--- config.mk ---
export PLATFORM = sky130hd
export DESIGN_NAME = tape_block_deframer_crc16
export DESIGN_NICKNAME = d
export VERILOG_FILES = /design/src/rtl/core/tbd_pkg.sv /design/src/rtl/core/tbd_front.sv /design/src/rtl/core/tbd_back.sv /design/src/rtl/core/tape_block_deframer_crc16.sv
export SDC_FILE = /design/constraint.sdc
export NUM_CORES = 1
export LEC_CHECK = 0
export BUFFER_PORTS_ARGS = -buffer_cell sky130_fd_sc_hd__buf_4
export CAP_MARGIN = 15
export CORE_MARGIN = 2
export CORE_UTILIZATION = 45
export DETAILED_ROUTE_END_ITERATION = 10
export PLACE_DENSITY = 0.7
export SYNTH_ARGS = -nofsm -noshare
export SYNTH_HDL_FRONTEND = slang
export SYNTH_SLANG_ARGS = --single-unit
--- constraint.sdc ---
create_clock -name clock -period 23.7 [get_ports clock]
set_input_delay 2.37 -clock clock [delete_from_list [all_inputs] [get_ports clock]]
set_output_delay 2.37 -clock clock [all_outputs]
set_load 0.1 [all_outputs]
--- src/rtl/core/tbd_pkg.sv ---
// Shared types and constants for the tape block deframer.
`default_nettype none
package tbd_pkg;
   localparam logic [7:0] SYNC_BYTE    = 8'h2A;
   localparam int         MAX_NAME_LEN = 10;
   localparam int         NAME_W       = $clog2(MAX_NAME_LEN + 1);
   localparam logic [4:0] HDR_BYTES    = 5'd17;

   localparam logic [1:0] KIND_NAME    = 2'd0;
   localparam logic [1:0] KIND_DATA    = 2'd1;
   localparam logic [1:0] KIND_SUMMARY = 2'd2;

   localparam logic [2:0] ST_OK        = 3'd0;
   localparam logic [2:0] ST_BAD_SYNC  = 3'd1;
   localparam logic [2:0] ST_NAME_LONG = 3'd2;
   localparam logic [2:0] ST_HDR_CRC   = 3'd3;
   localparam logic [2:0] ST_DATA_CRC  = 3'd4;

   localparam int QUEUE_DEPTH = 2;

   typedef struct packed {
      logic [1:0]  kind;
      logic [7:0]  byte_out;
      logic [15:0] load_addr;
      logic [15:0] exec_addr;
      logic [15:0] block_num;
      logic [15:0] payload_len;
      logic [7:0]  flag_bits;
      logic [31:0] next_file_word;
      logic [2:0]  status;
      logic [16:0] total_size;
      logic        last;
   } rsp_type;

   // CRC-16/XMODEM over one byte, MSB first
   function automatic logic [15:0] crc_update(input logic [15:0] crc, input logic [7:0] b);
      logic [15:0] c;
      c = crc ^ {b, 8'h00};
      for (int i = 0; i < 8; i++) begin
         c = c[15] ? ((c << 1) ^ 16'h1021) : (c << 1);
      end
      return c;
   endfunction
endpackage
`default_nettype wire

--- src/rtl/core/tbd_front.sv ---
// Front end: parses the byte stream and forms result transactions.
`default_nettype none
module tbd_front import tbd_pkg::*; (
   input  wire logic    clock,
   input  wire logic    reset,
   input  wire logic    in_take,
   input  wire logic [7:0] in_byte,
   output rsp_type      out_item,
   output logic         out_push
);
   localparam logic [2:0] PH_SYNC = 3'd0;
   localparam logic [2:0] PH_NAME = 3'd1;
   localparam logic [2:0] PH_HDR  = 3'd2;
   localparam logic [2:0] PH_HCRC = 3'd3;
   localparam logic [2:0] PH_DATA = 3'd4;
   localparam logic [2:0] PH_DCRC = 3'd5;

   logic [2:0]  phase_ff, phase_in;
   logic [15:0] count_ff, count_in;
   logic [NAME_W-1:0] name_ff, name_in;
   logic [15:0] crc_ff, crc_in;
   logic [7:0]  hi_ff, hi_in;
   logic [15:0] load_ff, load_in, exec_ff, exec_in, blk_ff, blk_in, len_ff, len_in;
   logic [7:0]  flags_ff, flags_in;
   logic [31:0] next_ff, next_in;
   logic [16:0] total_ff, total_in;
   logic [15:0] crc_next, rx_crc, count_inc;
   logic [16:0] total_inc;
   logic        summ;
   logic [2:0]  st;

   assign crc_next  = crc_update(crc_ff, in_byte);
   assign rx_crc    = {hi_ff, in_byte};
   assign count_inc = count_ff + 16'd1;
   assign total_inc = total_ff + 17'd1;

   // Phase sequencing, header latching, CRC checks and result forming
   always_comb begin
      phase_in = phase_ff; count_in = count_ff; name_in = name_ff; crc_in = crc_ff;
      hi_in = hi_ff; load_in = load_ff; exec_in = exec_ff; blk_in = blk_ff;
      len_in = len_ff; flags_in = flags_ff; next_in = next_ff; total_in = total_ff;
      summ = 1'b0; st = ST_OK;
      out_push = 1'b0;
      out_item = '0;
      if (in_take) begin
         total_in = total_inc;
         unique case (phase_ff)
            PH_SYNC: begin
               if (in_byte != SYNC_BYTE) begin
                  summ = 1'b1; st = ST_BAD_SYNC;
               end else begin
                  phase_in = PH_NAME;
               end
            end
            PH_NAME: begin
               if (in_byte == 8'd0) begin
                  crc_in = crc_next; phase_in = PH_HDR; count_in = '0;
               end else if (name_ff >= NAME_W'(MAX_NAME_LEN)) begin
                  summ = 1'b1; st = ST_NAME_LONG;
               end else begin
                  crc_in = crc_next; name_in = name_ff + 1'b1;
                  out_push = 1'b1; out_item.kind = KIND_NAME; out_item.byte_out = in_byte;
               end
            end
            PH_HDR: begin
               crc_in = crc_next;
               case (count_ff[4:0])
                  5'd0:  load_in[7:0]   = in_byte;
                  5'd1:  load_in[15:8]  = in_byte;
                  5'd4:  exec_in[7:0]   = in_byte;
                  5'd5:  exec_in[15:8]  = in_byte;
                  5'd8:  blk_in[7:0]    = in_byte;
                  5'd9:  blk_in[15:8]   = in_byte;
                  5'd10: len_in[7:0]    = in_byte;
                  5'd11: len_in[15:8]   = in_byte;
                  5'd12: flags_in       = in_byte;
                  5'd13: next_in[7:0]   = in_byte;
                  5'd14: next_in[15:8]  = in_byte;
                  5'd15: next_in[23:16] = in_byte;
                  5'd16: next_in[31:24] = in_byte;
                  default: ;
               endcase
               count_in = count_inc;
               if (count_inc[4:0] >= HDR_BYTES) begin
                  phase_in = PH_HCRC; count_in = '0;
               end
            end
            PH_HCRC: begin
               hi_in = in_byte; count_in = count_inc;
               if (count_ff != 16'd0) begin
                  if (rx_crc != crc_ff) begin
                     summ = 1'b1; st = ST_HDR_CRC;
                  end else begin
                     crc_in = '0; count_in = '0;
                     phase_in = (len_ff == 16'd0) ? PH_DCRC : PH_DATA;
                  end
               end
            end
            PH_DATA: begin
               crc_in = crc_next; count_in = count_inc;
               out_push = 1'b1; out_item.kind = KIND_DATA; out_item.byte_out = in_byte;
               if (count_inc >= len_ff) begin
                  count_in = '0; phase_in = PH_DCRC;
               end
            end
            PH_DCRC: begin
               hi_in = in_byte; count_in = count_inc;
               if (count_ff != 16'd0) begin
                  summ = 1'b1; st = (rx_crc == crc_ff) ? ST_OK : ST_DATA_CRC;
               end
            end
            default: begin
               phase_in = PH_SYNC;
            end
         endcase
         if (summ) begin
            out_push = 1'b1;
            out_item.kind = KIND_SUMMARY;
            out_item.load_addr = load_ff; out_item.exec_addr = exec_ff;
            out_item.block_num = blk_ff;  out_item.payload_len = len_ff;
            out_item.flag_bits = flags_ff; out_item.next_file_word = next_ff;
            out_item.status = st; out_item.total_size = total_inc; out_item.last = 1'b1;
            phase_in = PH_SYNC; count_in = '0; name_in = '0; crc_in = '0; hi_in = '0;
            load_in = '0; exec_in = '0; blk_in = '0; len_in = '0; flags_in = '0;
            next_in = '0; total_in = '0;
         end
      end
   end

   always_ff @(posedge clock) begin
      if (reset) begin
         phase_ff <= PH_SYNC; count_ff <= '0; name_ff <= '0; crc_ff <= '0; hi_ff <= '0;
         load_ff <= '0; exec_ff <= '0; blk_ff <= '0; len_ff <= '0; flags_ff <= '0;
         next_ff <= '0; total_ff <= '0;
      end else begin
         phase_ff <= phase_in; count_ff <= count_in; name_ff <= name_in; crc_ff <= crc_in;
         hi_ff <= hi_in; load_ff <= load_in; exec_ff <= exec_in; blk_ff <= blk_in;
         len_ff <= len_in; flags_ff <= flags_in; next_ff <= next_in; total_ff <= total_in;
      end
   end

`ifndef ASSERT_OFF
   a_phase_range: assert property (@(posedge clock) disable iff (reset)
      phase_ff <= PH_DCRC) else $error("phase out of range");
   a_name_bound: assert property (@(posedge clock) disable iff (reset)
      name_ff <= NAME_W'(MAX_NAME_LEN)) else $error("name length overflow");
   a_summary_clears: assert property (@(posedge clock) disable iff (reset)
      (out_push && out_item.last) |=> (phase_ff == PH_SYNC && total_ff == '0))
      else $error("state not cleared after summary");
`endif
endmodule
`default_nettype wire

--- src/rtl/core/tbd_back.sv ---
// Back end: result queue that drives the response channel.
`default_nettype none
module tbd_back import tbd_pkg::*; (
   input  wire logic clock,
   input  wire logic reset,
   input  rsp_type   push_item,
   input  wire logic push,
   output logic      full,
   output rsp_type   head,
   output logic      head_valid,
   input  wire logic pop
);
   rsp_type     mem_ff [QUEUE_DEPTH];
   logic        wp_ff, wp_in, rp_ff, rp_in;
   logic [1:0]  cnt_ff, cnt_in;
   logic        do_pop;

   assign head_valid = cnt_ff != 2'd0;
   assign full       = cnt_ff == 2'(QUEUE_DEPTH);
   assign head       = mem_ff[rp_ff];
   assign do_pop     = pop && head_valid;

   // Pointer and count update
   always_comb begin
      wp_in  = push ? ~wp_ff : wp_ff;
      rp_in  = do_pop ? ~rp_ff : rp_ff;
      cnt_in = cnt_ff + {1'b0, push} - {1'b0, do_pop};
   end

   always_ff @(posedge clock) begin
      if (push) mem_ff[wp_ff] <= push_item;
   end

   always_ff @(posedge clock) begin
      if (reset) begin
         wp_ff <= 1'b0; rp_ff <= 1'b0; cnt_ff <= '0;
      end else begin
         wp_ff <= wp_in; rp_ff <= rp_in; cnt_ff <= cnt_in;
      end
   end

`ifndef ASSERT_OFF
   a_no_overflow: assert property (@(posedge clock) disable iff (reset)
      !(push && full && !do_pop)) else $error("queue overflow");
   a_cnt_bound: assert property (@(posedge clock) disable iff (reset)
      cnt_ff <= 2'(QUEUE_DEPTH)) else $error("queue count out of range");
   a_head_hold: assert property (@(posedge clock) disable iff (reset)
      (head_valid && !pop) |=> (head_valid && $stable(head)))
      else $error("stalled head changed");
`endif
endmodule
`default_nettype wire

--- src/rtl/core/tape_block_deframer_crc16.sv ---
// Top level of the tape block deframer with CRC-16 header and data checks.
// Input channel req_: one raw tape byte per transaction (req_byte_in).
// Result channel rsp_: name bytes (kind 0), data bytes (kind 1) and one
// block summary (kind 2, last high) with header fields, status and size.
// Each input byte yields zero or one result; a result enters the result
// queue and appears on rsp_ once the results ahead of it have left.
// Throughput is one byte per cycle while req_stall is low, bounded by the
// CRC byte update in the parser. A two-entry result queue separates parser
// and output so the parser keeps taking bytes while a result waits.
// req_stall rises only when the queue is full and nothing leaves it.
// Synchronous active-high reset returns the parser to the sync wait with
// all header fields zero and empties the queue.
// When the receiver holds rsp_stall, the head result stays unchanged.
`default_nettype none
module tape_block_deframer_crc16 import tbd_pkg::*; (
   input  wire logic        clock,
   input  wire logic        reset,
   input  wire logic        req_valid,
   output logic             req_stall,
   input  wire logic [7:0]  req_byte_in,
   output logic             rsp_valid,
   input  wire logic        rsp_stall,
   output logic [1:0]       rsp_kind,
   output logic [7:0]       rsp_byte_out,
   output logic [15:0]      rsp_load_addr,
   output logic [15:0]      rsp_exec_addr,
   output logic [15:0]      rsp_block_num,
   output logic [15:0]      rsp_payload_len,
   output logic [7:0]       rsp_flag_bits,
   output logic [31:0]      rsp_next_file_word,
   output logic [2:0]       rsp_status,
   output logic [16:0]      rsp_total_size,
   output logic             rsp_last
);
   rsp_type item, head;
   logic    push, full, take, pop;

   assign pop       = !rsp_stall;
   assign req_stall = full && rsp_stall;
   assign take      = req_valid && !req_stall;

   tbd_front u_front (
      .clock(clock), .reset(reset), .in_take(take), .in_byte(req_byte_in),
      .out_item(item), .out_push(push)
   );

   tbd_back u_back (
      .clock(clock), .reset(reset), .push_item(item), .push(push), .full(full),
      .head(head), .head_valid(rsp_valid), .pop(pop)
   );

   assign rsp_kind           = head.kind;
   assign rsp_byte_out       = head.byte_out;
   assign rsp_load_addr      = head.load_addr;
   assign rsp_exec_addr      = head.exec_addr;
   assign rsp_block_num      = head.block_num;
   assign rsp_payload_len    = head.payload_len;
   assign rsp_flag_bits      = head.flag_bits;
   assign rsp_next_file_word = head.next_file_word;
   assign rsp_status         = head.status;
   assign rsp_total_size     = head.total_size;
   assign rsp_last           = head.last;

`ifndef ASSERT_OFF
   a_last_is_summary: assert property (@(posedge clock) disable iff (reset)
      rsp_valid |-> (rsp_last == (rsp_kind == KIND_SUMMARY))) else $error("last mismatch");
   a_kind_range: assert property (@(posedge clock) disable iff (reset)
      rsp_valid |-> (rsp_kind != 2'd3)) else $error("bad kind");
   a_stall_only_full: assert property (@(posedge clock) disable iff (reset)
      req_stall |-> rsp_valid) else $error("stall with empty queue");
`endif
endmodule
`default_nettype wire
**After elaboration in Yosys (flattened, before gate mapping)**

Memories as Yosys holds them, arrays and structs flattened. A register that Yosys moved wholly into a read port is not among the register bits.
Index checks and enable logic that the tools add are counted.

- Register bits after elaboration: 172
- Bits in writable memories: 270
- Bits of input ports: 12
- Word-level logic and storage cells: 215
- Memories: 1

- Add/subtract/negate cells: 5
- Order comparisons: 3
- Equality and inequality tests: 31
- Muxes and demuxes: 93
- Bitwise logic cells: 11
- Reduce and logical (&&, ||, !) cells: 49

Memory list:

| memory | words | width | rd ports | clocked after memory_dff | write ports | RTL line | text |
|---|---|---|---|---|---|---|---|
| u_back.mem_ff | 2 | 135 | 1 | 1 | 1 | tbd_back.sv:13 | `rsp_type mem_ff [QUEUE_DEPTH];` |

Operator list:

| cell | number |
|---|---|
| $mux 16 | 19 |
| $mux 8 | 18 |
| $mux 135 | 1 |
| $mux 125 | 1 |
| $mux 13 | 8 |
| $pmux 16 s5 | 1 |
| $mux 32 | 2 |
| $pmux 16 s3 | 1 |
| $reduce_and 3->1 | 14 |
| $eq 5x4->1 const B | 8 |
| $reduce_bool 2->1 | 17 |
| $mux 3 | 11 |
| $not 3->3 | 8 |
| $pmux 10 s2 | 1 |
| $pmux 3 s6 | 1 |
| $add 17x1->17 const B | 1 |
| $mux 1 | 17 |
| $mux 17 | 1 |
| $add 16x1->16 const B | 1 |
| $eq 16x16->1 | 1 |
| $ge 16x16->1 | 1 |
| $logic_not 16->1 | 1 |
| $mux 4 | 4 |
| $ne 16x16->1 | 1 |
| other kinds (38) | 53 |

**Logic depth before layout (Yosys ltp)**

Gate-level depths: netlist (run 1).

- Word-level depth: 21
- Mapped depth: 16
- Gate-level depth less buffers: 14

**Cells and area by module**

A second synthesis (run 1) with hierarchy kept.

- Cell total of the unflattened synthesis: 1535
- Area, all modules: 19292.3 µm²

By module, submodules not included:

| module | times used | cells each | area each (µm²) |
|---|---|---|---|
| tbd_back | 1 | 443 | 10177.3 |
| tbd_front | 1 | 1089 | 9097.5 |
| tape_block_deframer_crc16 | 1 | 3 | 17.5 |

**Worst setup path after synthesis (run 1)**

No wires, ideal clock.

- Kind: in2reg
- From: input port req_byte_in[5]
- To: memory u_back.mem_ff[0][0] in the netlist's numbering (enable)
- Setup time: 628 ps
- Arrival time: 9043 ps
- Path slack: 14029 ps
- Cell stages on the path: 8
- Path buffers: 1
- Cells stage by stage: and3_1 -> a31o_2 -> o21ai_0 -> a211oi_2 -> buf_4 -> a31oi_1 -> inv_1 -> nor2_1

- Longest elaborated chain between the ends: 9
- Elaborated cells between the ends (all ways): 15
- Those cells by class: eq/ne: 2; mux: 12; reduce/logical: 1

RTL lines:

| element | RTL line | text |
|---|---|---|
| start, declared | tape_block_deframer_crc16.sv:20 | `input wire logic [7:0] req_byte_in,` |
| $ne 16x16->1 | tbd_front.sv:91 | `if (rx_crc != crc_ff) begin` |
| $mux 1 | tbd_front.sv:91 |  |
| $mux 1 | tbd_front.sv:90 | `if (count_ff != 16'd0) begin` |
| $pmux 1 s4 | tbd_front.sv:47 | `unique case (phase_ff)` |
| $mux 1 | tbd_front.sv:45 | `if (in_take) begin` |
| $mux 1 (*) | tbd_front.sv:116 | `if (summ) begin` |
| $mux 1 (*) | tbd_front.sv:45 |  |
| $mux 1 (*) | tbd_back.sv:31 | `if (push) mem_ff[wp_ff] <= push_item;` |
| $mux 1 (implied by the code) (*) | tbd_back.sv:31 |  |
| end, declared | tbd_back.sv:13 |  |

Every way passes the cells marked *; elsewhere a longest branch is shown, timed or not. The select of a mux whose other input is x is not followed.

**Worst setup path in the final report (run 1)**

- From: input port req_byte_in[5]
- To: memory u_back.mem_ff[1][99] in the netlist's numbering (enable)

The elaborated chain is that of the path after synthesis.

==> results summary, run 1 <==
The run finished with clean final reports. The post-route minimum period came out at 5612 ps. The worst setup path is launched from an input pin.

The synthesized design contains around 440 register bits. The most critical setup path has its startpoint at req_byte_in[5]. The total negative slack for setup checks came out at 0 ps.

The worst hold path belongs to the class flip-flop to flip-flop. The sequential area share after synthesis came out at 60.54%. The number of synthesis warnings is 0.

The number of nets in the layout is 1727. For this configuration, the core starts out at a cell density of 45.43%. Using the TritonRoute via totals, the vias-per-cell ratio works out to 5.536. The number of hold buffers added after CTS was 0. The number of enable-type register cells in the synthesized netlist is ~270. Clock skew on the completed layout was measured at 13.62 ps. The global-route track usage on met3 is approximately 3.9%. The number of resized instances in the post-cts repair step is 0. By area the synthesized netlist is led by sky130_fd_sc_hd__edfxtp_1 (42%), sky130_fd_sc_hd__dfxtp_1 (18%), sky130_fd_sc_hd__mux2_2 (7.9%).

The global routing usage summed across all routing layers came out at 19.81%. The top cell types in the final layout, fill and taps aside, are sky130_fd_sc_hd__edfxtp_1 (268), sky130_fd_sc_hd__dfxtp_1 (172), sky130_fd_sc_hd__buf_4 (160). The final RePlAce weighted congestion is roughly 0.88. The detailed-route via count came out at around 13000.

The tightest hold path in the finished design has a slack of roughly 450 ps. The ratio of final minimum period to clock period came out at 23.68%. The area of the placeable core is 41850 um^2. The minimum setup slack in the final design is ~18000 ps. The number of top-level pins is roughly 150.

The synthesis-to-finish area growth came out at 15.71%. A synthesized cell averages between 10 and 15 um^2. The final wirelength came out at roughly 44000 um. The post-detailed-placement half-perimeter wirelength is a little under 30000 um. The source of the worst hold timing path is u_front.blk_ff[12]. The worst setup path is captured at a flip-flop.

The die extent in x came out at 209.6 um. Setup violations remaining at the end of the flow were counted as 0. The leakage power of the design is 0.008340 uW. The startpoint of the worst-slack reg-to-reg timing path is u_front.count_ff[0]. Of all nets on the critical path, the largest fanout is 81. The H-tree generated during clock tree synthesis spans 2 levels. The post-synthesis cell count came out at about 1600. The number of endpoints with negative hold slack in the final report is 0. The final routed wire length divided by cell count came out at 19.41 um.

The number of iterations in the first detailed-routing pass came out at 6. The initial antenna violation count is 2. Buffers inserted during clock tree synthesis total 47. The global-route track usage on met2 is 32.54%. At the placement stage, the worst setup path has a slack of 17490 ps. In this run, distinct cell masters in the synthesized netlist total 58. The final number of max-transition violations came out at 0.

The actual slew at the worst max-slew pin is 1054 ps. The highest ir drop seen on vdd is 0.08565 mV. Timing would allow up to between 150 and 200 MHz. The worst slew slack as a fraction of its limit is 29.76%. The proportion of synthesized flip-flops having asynchronous set or reset came out at 0%. TritonCTS built the clock tree. Setup repair after global routing left no endpoint under its margin. For the worst setup path, the data arrival time is 5780 ps.

The number of buffers added for setup after CTS is 0. The most used routing layer is met2. The residual antenna-violating net count after detailed routing came out at 0. The leading cell type in the layout, fill and taps excluded is sky130_fd_sc_hd__edfxtp_1.

The routing usage on met1 came out at a little over a quarter. The power density relative to cell area came out at approximately 120 nW/um^2. The global-route wire length before repair is 68590 um. The post-route netlist has 22.48% of its cells at a drive strength greater than 1. The cell type contributing the most total cell area after synthesis is sky130_fd_sc_hd__edfxtp_1. The maximum root-to-sink buffer count came out at 3. The count of unresolved DRC violations after routing came out at 0. The final cell count without fillers is between 2000 and 2500.

The clock net in this run drives a total of 441 sinks. The largest net degree at the start of global routing is 101. After clock tree synthesis, the clock-pin slew on the worst setup and hold paths is 60 ps. The tree is rooted in a sky130_fd_sc_hd__clkbuf_16. The number of placed instances, taps included, is 2178.

The number of nets in the synthesized netlist came out at 1628. During placement, the flow inserted port buffers numbering 148. The count of standard-cell rows is 75. The die covers 43920 um^2. Measured along the y axis, the die boundary spans 209.6 um.

The fraction of post-synthesis cell area in the top cell type by area came out at 42.32%. The clock latency reported for the late side of the worst-skew pair came out at 550 ps. Among all flip-flop cells after synthesis, the most frequent one is sky130_fd_sc_hd__edfxtp_1. Data on the critical path is required at its endpoint by 23870 ps. The via count of the first global-routing pass is approximately 12000.

The number of maximum-capacitance constraint violations is 0. The count of routing violations after the opening detailed-route iteration came out at 978. The post-synthesis instance area came out at between 15000 and 20000 um^2.

At the end of the flow the core is filled with cells to a little over half. The residual overflow from global routing is 0. The kind of critical path is input pin to flip-flop.
-- critical path, cell delays in order --
cell and delay [ps]:
sky130_fd_sc_hd__buf_4 180, sky130_fd_sc_hd__and3_1 190, sky130_fd_sc_hd__a31o_2 260, sky130_fd_sc_hd__o21ai_0 200, sky130_fd_sc_hd__a211oi_4 40, sky130_fd_sc_hd__buf_4 360
sky130_fd_sc_hd__a31oi_1 350, sky130_fd_sc_hd__and2_4 810, sky130_fd_sc_hd__buf_4 840
-- synthesized netlist by cell type (all sizes together) (25+ instances only) --
library cell / instances
ha: 26
inv: 31
edfxtp: 268
xor2: 36
nand3b: 25
clkbuf: 96
nor2: 119
dfxtp: 173
nand3: 89
a21oi: 102
nand2: 101
o21ai: 26
xnor2: 37
mux2i: 49
mux2: 134
and3: 102
-- stage by stage --
| step | total power, uW | instance area [um^2] |
|---|---|---|
| floorplan | 1817 | 19010 |
| global placement | 2015 | 20470 |
| detailed placement | 2019 | 20470 |
| CTS | 2737 | 21990 |
| global route | 2800 | 21990 |
| finish | 2711 | 22000 |
-- layout make-up --
| type | count | area, um^2 |
|---|---|---|
| clock inverters | 21 | 190.2 |
| flip-flops and latches | 441 | 11510 |
| diodes | 3 | 7.507 |
| well taps | 539 | 674.4 |
| multi-input cells | 1008 | 6972 |
| repair buffers | 160 | 1201 |
| clock buffers | 65 | 1326 |
| inverters | 31 | 116.4 |
| fillers | 3593 | 19850 |
-- registers in the layout, indices dropped and copies added, names as in the netlist, named ones only --
name / count
u_back.mem_ff: 268
u_front.next_ff: 32
u_front.total_ff: 17
u_front.blk_ff: 16
u_front.count_ff: 16
u_front.crc_ff: 16
u_front.exec_ff: 16
u_front.len_ff: 16
u_front.load_ff: 16
u_front.flags_ff: 8
u_front.hi_ff: 8
u_front.name_ff: 4
u_front.phase_ff: 3
u_back.cnt_ff: 2
u_back.rp_ff: 1
u_back.wp_ff: 1
-- routing by layer --
metal / vias to the layer above / share of wire, %
met4: 0 / 2.6
met5: - / 0
met2: 362 / 47
met3: 81 / 5.6
li1: 5975 / -
met1: 6138 / 45
-- final timing paths --
kind,end,slack (ps),cells after the start
min reg2reg,u_front.blk_ff[12],450,2
min,u_front.blk_ff[12],450,2
max reg2reg,u_back.mem_ff[1][99],18950,10
max,u_back.mem_ff[1][99],18090,9
-- cells by family after synthesis --
kind of cell / after synthesis / synth area share (%)
and+or+nand+nor: 544 / 14.79
buffers and inverters: 141 / 2.974
DFF: 441 / 60.54
xor gates and xnor gates: 73 / 3.362
adders and majority gates: 26 / 1.711
AOI/OAI and AO/OA: 182 / 6.107
muxes: 183 / 10.52
-- where the power goes --
part	internal (uW)	switching, uW
Combinational	233	830
Sequential	893	39.3
Clock	424	292
Total	1550	1160
No activity file was read; power rests on OpenSTA's default activity.
==> run 2, diff against run 1 <==
--- a/config.mk
+++ b/config.mk
@@ -10,7 +10,7 @@
 export CORE_MARGIN = 2
 export CORE_UTILIZATION = 45
 export DETAILED_ROUTE_END_ITERATION = 10
-export PLACE_DENSITY = 0.7
+export PLACE_DENSITY = 0.72
 export SYNTH_ARGS = -nofsm -noshare
 export SYNTH_HDL_FRONTEND = slang
 export SYNTH_SLANG_ARGS = --single-unit
==> constraint.sdc (replaced) <==
create_clock -name clock -period 4.5 [get_ports clock]
set_input_delay 0.45 -clock clock [delete_from_list [all_inputs] [get_ports clock]]
set_output_delay 0.45 -clock clock [all_outputs]
set_load 0.1 [all_outputs]
==> run 2 against run 1 <==
Non-clock buffer count is 10 higher. Final area is 0.61% higher. Worst hold slack worse by 180 ps. Die area stayed put. Clock skew is 3.8 ps higher. Combinational power grew to 5.4 times the previous value. Cell count is 0.53% higher. Via count is 1.1% higher. Global-route usage hardly changed. Total power grew to 5.3 times the previous value. Highest routed layer is now met5.
==> results summary, run 2 (same netlist as run 1, synthesis figures left out) <==
The number of endpoints with negative hold slack in the final report was 0 (unchanged). The required time reported for the critical path endpoint came out at 5010 ps (was 23870 ps). The die footprint is 43920 um^2 (unchanged). The top register by number of flip-flops is u_back.mem_ff (unchanged). The power density relative to cell area is 646.3 nW/um^2 (was 123.2 nW/um^2).

The final number of max-transition violations came out at 0 (unchanged). Largest regs: u_back.mem_ff x268, u_front.next_ff x32, u_front.total_ff x17 (unchanged). The final hold slack was 263.4 ps (was 447.2 ps). The global-route track usage on met3 came to 4.639% (was 3.876%). The count of standard-cell rows was 75 (unchanged). The number of nets in the layout is 1736 (was 1727).

The most used routing layer is met2 (unchanged). The power share of the sequential group came out at 33.7% (was 34.4%). The utilization of the core after routing is 52.89% (was 52.57%). The flip-flop count of the largest register, all copies and words added came out at 268 (unchanged). The internal power contribution came to 8121 uW (was 1550 uW). The worst clock skew is 17.38 ps (was 13.62 ps). The number of buffers inserted for hold repair after clock tree synthesis is 0 (unchanged). The global routing usage summed across all routing layers is 19.85% (was 19.81%). The final wirelength is 44230 um (was 44020 um). The post-detailed-placement half-perimeter wirelength is 28710 um (was 28930 um). Based on the critical path, the design can be clocked at up to 257.2 MHz. The die extent in x was 209.6 um (unchanged).

The number of resized instances in the post-cts repair step is 0 (unchanged). The global-route wire length before repair came out at 68520 um (was 68590 um). The area of the placeable core is 41850 um^2 (unchanged). The leakage power of the design came out at 0.008397 uW (was 0.008340 uW).

The count of fill cells added during filler insertion is 3580 (was 3593). The number of setup violations in the final report is 0 (unchanged). The kind of critical path is flip-flop to flip-flop (was input pin to flip-flop). The worst slew slack as a fraction of its limit was 22.36% (was 29.76%). The actual slew at the worst max-slew pin came out at 1159 ps (was 1054 ps).

The detailed-route via count came out at 12690 (was 12560). The smallest clock period supported by the final layout is computed as 3888 ps. RSZ-0062 raised after global routing: false (unchanged). The number of H-tree levels came to 2 (unchanged).

The initial antenna violation count was 6 (was 2). The via count of the first global-routing pass came out at 12380 (was 12210). The synthesis-to-finish area growth is 16.42% (was 15.71%).

The cell chosen for the clock root is sky130_fd_sc_hd__clkbuf_16 (unchanged). The number of buffers added for setup after CTS was 0 (unchanged). The leading cell type in the layout, fill and taps excluded is sky130_fd_sc_hd__edfxtp_1 (unchanged). The net switching fraction of the power came out at 43.24% (was 42.83%). The combinational group share of total power is 40.2% (was 39.2%). The TritonCTS clock tree was yes (unchanged). The number of maximum-capacitance constraint violations is 0 (unchanged).

The count of routing violations after the opening detailed-route iteration came out at 981 (was 978). The number of iterations in the first detailed-routing pass is 5 (was 6). The global-route track usage on met2 is 32.67% (was 32.54%). The clock latency reported for the late side of the worst-skew pair came out at 580 ps (was 550 ps).

The CTS sink count came out at 441 (unchanged). The nature of the critical path startpoint is a flip-flop (was input pin). The chip height is 209.6 um (unchanged).

The ratio of final minimum period to clock period is a little under nine tenths. The highest ir drop seen on vdd came out at 0.5099 mV (was 0.08565 mV). The maximum root-to-sink buffer count is 3 (unchanged). The total negative slack for setup checks came out at 0 ps (unchanged).

Status: finished clean (unchanged). The largest net degree at the start of global routing came out at 81 (was 101). The proportion of layout cells with a drive suffix above 1 is 22.58% (was 22.48%). The vias per cell is 5.566 (was 5.536). The maximum fanout encountered on the critical timing path is 18 (was 81). The category of the worst setup path capture point is a flip-flop (unchanged). The count of unresolved DRC violations after routing was 0 (unchanged). The kind of path behind the tightest hold check is input pin to flip-flop (was flip-flop to flip-flop). The routing usage on met1 was 26.22% (was 26.85%). The initial cell density of the core is 45.43% (unchanged).

The fraction of power consumed by the clock network came to 26.0% (was 26.4%). The switching power came out at 6187 uW (was 1161 uW). The number of top-level pins is 149 (unchanged).

The residual overflow from global routing is 0 (unchanged). The clock buffer count from CTS is 46 (was 47). The post-CTS clock slew at the launch and capture registers of the worst setup and hold paths is 60 ps (about the same). The final routed wire length divided by cell count came out at 19.40 um (was 19.41 um). The final RePlAce weighted congestion came out at 0.8857 (was 0.8760). The residual antenna-violating net count after detailed routing is 0 (unchanged). The final total power is 14310 uW (was 2711 uW).

The arrival time reported for the critical path endpoint was 4400 ps (was 5780 ps). The count of port buffers added during placement came to 148 (unchanged). Most frequent cells in the layout: sky130_fd_sc_hd__edfxtp_1 (268), sky130_fd_sc_hd__dfxtp_1 (172), sky130_fd_sc_hd__buf_4 (163) (was sky130_fd_sc_hd__edfxtp_1 (268), sky130_fd_sc_hd__dfxtp_1 (172), sky130_fd_sc_hd__buf_4 (160)).
run 2: cell types whose count changed in the layout (fill, tap and decap cells not counted), sizes merged:
cell	change
inv	+1
clkinv	+5
diode	+2
buf	+10
clkinvlp	-2
clkbuf	-4
run 2: cell type report:
cell class / count / area, um^2 / share of cell area [%]
sequential: 441 / 11510 / 52.01
multi-input combinational: 1008 / 6972 / 31.49
timing repair buffer: 170 / 1364 / 6.161
clock buffer: 61 / 1247 / 5.635
tap: 539 / 674.4 / 3.046
clock inverter: 25 / 236.5 / 1.068
inverter: 31 / 116.4 / 0.5256
antenna: 5 / 12.51 / 0.05652
run 2: critical path: stages (launching register included):
cell and delay [ps]:
sky130_fd_sc_hd__dfxtp_1 620, sky130_fd_sc_hd__nand4_1 270, sky130_fd_sc_hd__nor3_1 470, sky130_fd_sc_hd__and3_1 260, sky130_fd_sc_hd__xor2_1 220, sky130_fd_sc_hd__ha_1 300, sky130_fd_sc_hd__nand4_1 100, sky130_fd_sc_hd__o21ai_0 80
sky130_fd_sc_hd__or3_1 320, sky130_fd_sc_hd__a211o_1 310, sky130_fd_sc_hd__nand3_1 550, sky130_fd_sc_hd__a32oi_1 210, sky130_fd_sc_hd__nor2_1 120
run 2: through the flow:
step,std cells,instance area (um^2),setup WS (ps)
after global routing,2275,22130,266.0
after CTS,2275,22130,640.9
final,2280,22140,612.5
after detailed placement,2189,20640,677.6
after global placement,2189,20640,812.6
after floorplan,1590,19020,98.47
run 2: routing by layer:
layer | routed length [um] | up-vias
met5 | 13 | -
li1 | - | 6004
met2 | 21200 | 372
met4 | 986 | 2
met1 | 19250 | 6235
met3 | 2779 | 77
run 2: worst paths after layout:
| kind | from | endpoint | slack, ps | cells after the start |
|---|---|---|---|---|
| worst max-delay path | u_front.count_ff[2] | u_front.count_ff[5] | 610 | 12 |
| worst min-delay path | req_byte_in[6] | u_front.exec_ff[6] | 260 | 3 |
| worst max register to register | u_front.count_ff[2] | u_front.count_ff[5] | 610 | 12 |
| worst min register to register | u_front.next_ff[2] | u_front.next_ff[2] | 450 | 2 |
run 2: power groups by stage:
| stage | Clock [uW] | Sequential (uW) | Combinational [uW] |
|---|---|---|---|
| floorplan | 0 | 4870 | 4660 |
| global route | 3950 | 4860 | 5950 |
| detailed placement | 0 | 4910 | 5790 |
| CTS | 3800 | 4830 | 5800 |
| global placement | 0 | 4890 | 5770 |
| finish | 3730 | 4830 | 5750 |
==> run 3, diff against run 2 <==
--- a/config.mk
+++ b/config.mk
@@ -10,7 +10,9 @@
 export CORE_MARGIN = 2
 export CORE_UTILIZATION = 45
 export DETAILED_ROUTE_END_ITERATION = 10
-export PLACE_DENSITY = 0.72
+export PLACE_DENSITY = 0.7
+export SETUP_SLACK_MARGIN = 0.1
+export SLEW_MARGIN = 20
 export SYNTH_ARGS = -nofsm -noshare
 export SYNTH_HDL_FRONTEND = slang
 export SYNTH_SLANG_ARGS = --single-unit
==> constraint.sdc (replaced) <==
create_clock -name clock -period 4.37 [get_ports clock]
set_input_delay 0.437 -clock clock [delete_from_list [all_inputs] [get_ports clock]]
set_output_delay 0.437 -clock clock [all_outputs]
set_load 0.1 [all_outputs]
==> run 3 against run 2 <==
Sequential power rose by 4%. Combinational power rose by 2%. Global-route usage rose by 0.27 points. Setup slack improved by 30 ps. Clock power barely moved. Total power rose by 2.2%. Clock skew rose by 16 ps. Routed wire length rose by 0.58%. Die area did not move. Largest cell class unchanged. Critical path type unchanged.
==> results summary, run 3 (same netlist as run 1, synthesis figures left out) <==
The count of routing violations after the opening detailed-route iteration came out at 1028 (was 981). The number of H-tree levels was 2 (unchanged). The actual slew at the worst max-slew pin came to 862.4 ps (was 1159 ps).

The required time reported for the critical path endpoint came out at 4820 ps (was 5010 ps). RSZ-0062 raised after global routing: false (unchanged). The via count of the first global-routing pass came out at 12420 (was 12380).

The end of the worst register-to-register path is u_front.phase_ff[0] (was u_front.count_ff[5]). The proportion of layout cells with a drive suffix above 1 was 22.88% (was 22.58%). The synthesis-to-finish area growth is 15.96% (was 16.42%). The vias per cell is 5.544 (was 5.566).

The count of standard-cell rows was 75 (unchanged). The number of setup violations in the final report came out at 0 (unchanged). The leading cell type in the layout, fill and taps excluded was sky130_fd_sc_hd__edfxtp_1 (unchanged). The worst slew slack as a fraction of its limit is 42.50% (was 22.36%).

The ratio of final minimum period to clock period is 85.31% (was 86.39%). The die footprint came out at 43920 um^2 (unchanged). The category of the worst setup path capture point is a flip-flop (unchanged). The area of the placeable core is 41850 um^2 (unchanged). The number of top-level pins is 149 (unchanged). The CTS sink count is 441 (unchanged). The count of port buffers added during placement came out at 148 (unchanged). The achievable clock frequency came out at 268.2 MHz (was 257.2 MHz). The highest ir drop seen on vdd is 0.6755 mV (was 0.5099 mV). The slack of the worst reg-to-reg path is 640 ps (was 610 ps). The initial antenna violation count is 0 (was 6). The flip-flop count of the largest register, all copies and words added was 268 (unchanged). The number of nets in the layout came out at 1735 (was 1736). The number of endpoints with negative hold slack in the final report is 0 (unchanged).

The clock buffer count from CTS is 46 (unchanged). The post-CTS clock slew at the launch and capture registers of the worst setup and hold paths came out at 70 ps (was 60 ps). The capturing element of the worst setup path is u_front.phase_ff[0] (was u_front.count_ff[5]). The global routing usage summed across all routing layers is 20.12% (was 19.85%).

The die extent in x was 209.6 um (unchanged). The leakage power of the design is 0.008371 uW (was 0.008397 uW). The initial cell density of the core was 45.43% (unchanged). The detailed-route via count is 12610 (was 12690). The number of maximum-capacitance constraint violations is 0 (unchanged).

The maximum root-to-sink buffer count came to 3 (unchanged). The final wirelength is 44490 um (was 44230 um). The worst clock skew is 32.89 ps (was 17.38 ps). The startpoint of the worst-slack reg-to-reg timing path is u_front.count_ff[2] (unchanged). The post-detailed-placement half-perimeter wirelength came out at 28640 um (was 28710 um). The chip height came to 209.6 um (unchanged). The final RePlAce weighted congestion is 0.9122 (was 0.8857). The residual antenna-violating net count after detailed routing is 0 (unchanged). The cell chosen for the clock root is sky130_fd_sc_hd__clkbuf_16 (unchanged).

The kind of critical path is flip-flop to flip-flop (unchanged). The kind of path behind the tightest hold check is input pin to flip-flop (unchanged). The source of the critical timing path is u_front.count_ff[2] (unchanged).

The final antenna diode count was 0 (was 5). The arrival time reported for the critical path endpoint is 4180 ps (was 4400 ps). The count of unresolved DRC violations after routing was 0 (unchanged). The final routed wire length divided by cell count is 19.56 um (was 19.40 um). The final number of max-transition violations came out at 0 (unchanged).

The global-route wire length before repair came to 69420 um (was 68520 um). The TritonCTS clock tree is yes (unchanged). The post-route cell area is 22050 um^2 (was 22140 um^2).

The total negative slack for setup checks came to 0 ps (unchanged). The maximum fanout encountered on the critical timing path is 14 (was 18). Status: finished clean (unchanged). The largest net degree at the start of global routing is 86 (was 81). The number of iterations in the first detailed-routing pass came out at 5 (unchanged). The power density relative to cell area came out at 662.9 nW/um^2 (was 646.3 nW/um^2).

Largest regs: u_back.mem_ff x268, u_front.next_ff x32, u_front.total_ff x17 (unchanged). The worst-case reg-to-reg path depth came out at 12 (unchanged). The clock latency reported for the late side of the worst-skew pair is 590 ps (was 580 ps). The total cell area at the placement stage came out at 20600 um^2 (was 20640 um^2). The post-route minimum period is 3728 ps (was 3888 ps). The top register by number of flip-flops was u_back.mem_ff (unchanged). The nature of the critical path startpoint is a flip-flop (unchanged). The residual overflow from global routing was 0 (unchanged). Most frequent cells in the layout: sky130_fd_sc_hd__edfxtp_1 (268), sky130_fd_sc_hd__dfxtp_1 (171), sky130_fd_sc_hd__buf_4 (165) (was sky130_fd_sc_hd__edfxtp_1 (268), sky130_fd_sc_hd__dfxtp_1 (172), sky130_fd_sc_hd__buf_4 (163)).
-- run 3: critical path, cell delays in order, from the launching register on --
cell                        delay [ps]
sky130_fd_sc_hd__dfxtp_1           610
sky130_fd_sc_hd__nand4_1           260
sky130_fd_sc_hd__nor3_1            530
sky130_fd_sc_hd__and3_1            260
sky130_fd_sc_hd__xor2_1            210
sky130_fd_sc_hd__ha_1              290
sky130_fd_sc_hd__nand4_1           100
sky130_fd_sc_hd__o21ai_0            70
sky130_fd_sc_hd__or3_1             310
sky130_fd_sc_hd__a211o_1           340
sky130_fd_sc_hd__o2111ai_4         150
sky130_fd_sc_hd__a221oi_1           70
sky130_fd_sc_hd__a2111oi_0         380
-- run 3: cell type report --
| type | count | area [um^2] |
|---|---|---|
| clock buffer | 55 | 1216 |
| clock inverter | 31 | 219.0 |
| fill | 3578 | 19800 |
| inverter | 31 | 116.4 |
| multi-input combinational | 1008 | 6989 |
| sequential | 441 | 11520 |
| tap | 539 | 674.4 |
| timing repair buffer | 169 | 1319 |
-- run 3: metrics by stage --
| step | cells | hold slack (ps) | worst slack [ps] | util (%) | total power [uW] |
|---|---|---|---|---|---|
| 3_5_place_dp | 2188 | 439.4 | 513.5 | 49.23 | 11000 |
| 4_1_cts | 2274 | 222.1 | 464.3 | 52.66 | 14750 |
| 6_report | 2274 | 259.9 | 642.1 | 52.68 | 14620 |
| 2_1_floorplan | 1590 | 427.5 | 100.5 | - | 9812 |
| 5_1_grt | 2274 | 248.4 | 325.0 | 52.68 | 15100 |
| 3_3_place_gp | 2188 | 435.9 | 664.6 | 49.23 | 10970 |
-- run 3: timing repair --
action | in CTS | in global routing
gates resized for setup | 0 | 1
hold buffers | 0 | 0
setup buffers | 0 | 0
setup endpoints to repair | 0 | 3
hold endpoints to repair | 0 | 0
-- run 3: how the worst min path moves through the flow --
stage | depth (start not counted) | end | from
final | 3 | u_front.flags_ff[7] | req_byte_in[7]
after global routing | 3 | u_front.exec_ff[14] | req_byte_in[6]
after CTS | 3 | u_front.blk_ff[9] | req_byte_in[1]
after detailed placement | 2 | u_front.blk_ff[10] | u_front.blk_ff[10]
after global placement | 2 | u_front.load_ff[4] | u_front.load_ff[4]
after floorplan | 2 | u_front.blk_ff[0] | u_front.blk_ff[0]
-- run 3: per-layer routing --
layer | wire length [um] | up-vias | GRT usage, %
met5 | 0 | - | 0
met4 | 896 | 0 | 6.187
met3 | 2441 | 59 | 3.636
met2 | 20880 | 345 | 32.15
met1 | 20270 | 6212 | 28.07
li1 | - | 5992 | -
-- run 3: where the power goes --
group / total (uW) / switching, uW / internal, uW
sequential: 5020 / 183 / 4840
clock: 3740 / 1620 / 2110
combinational: 5860 / 4560 / 1300
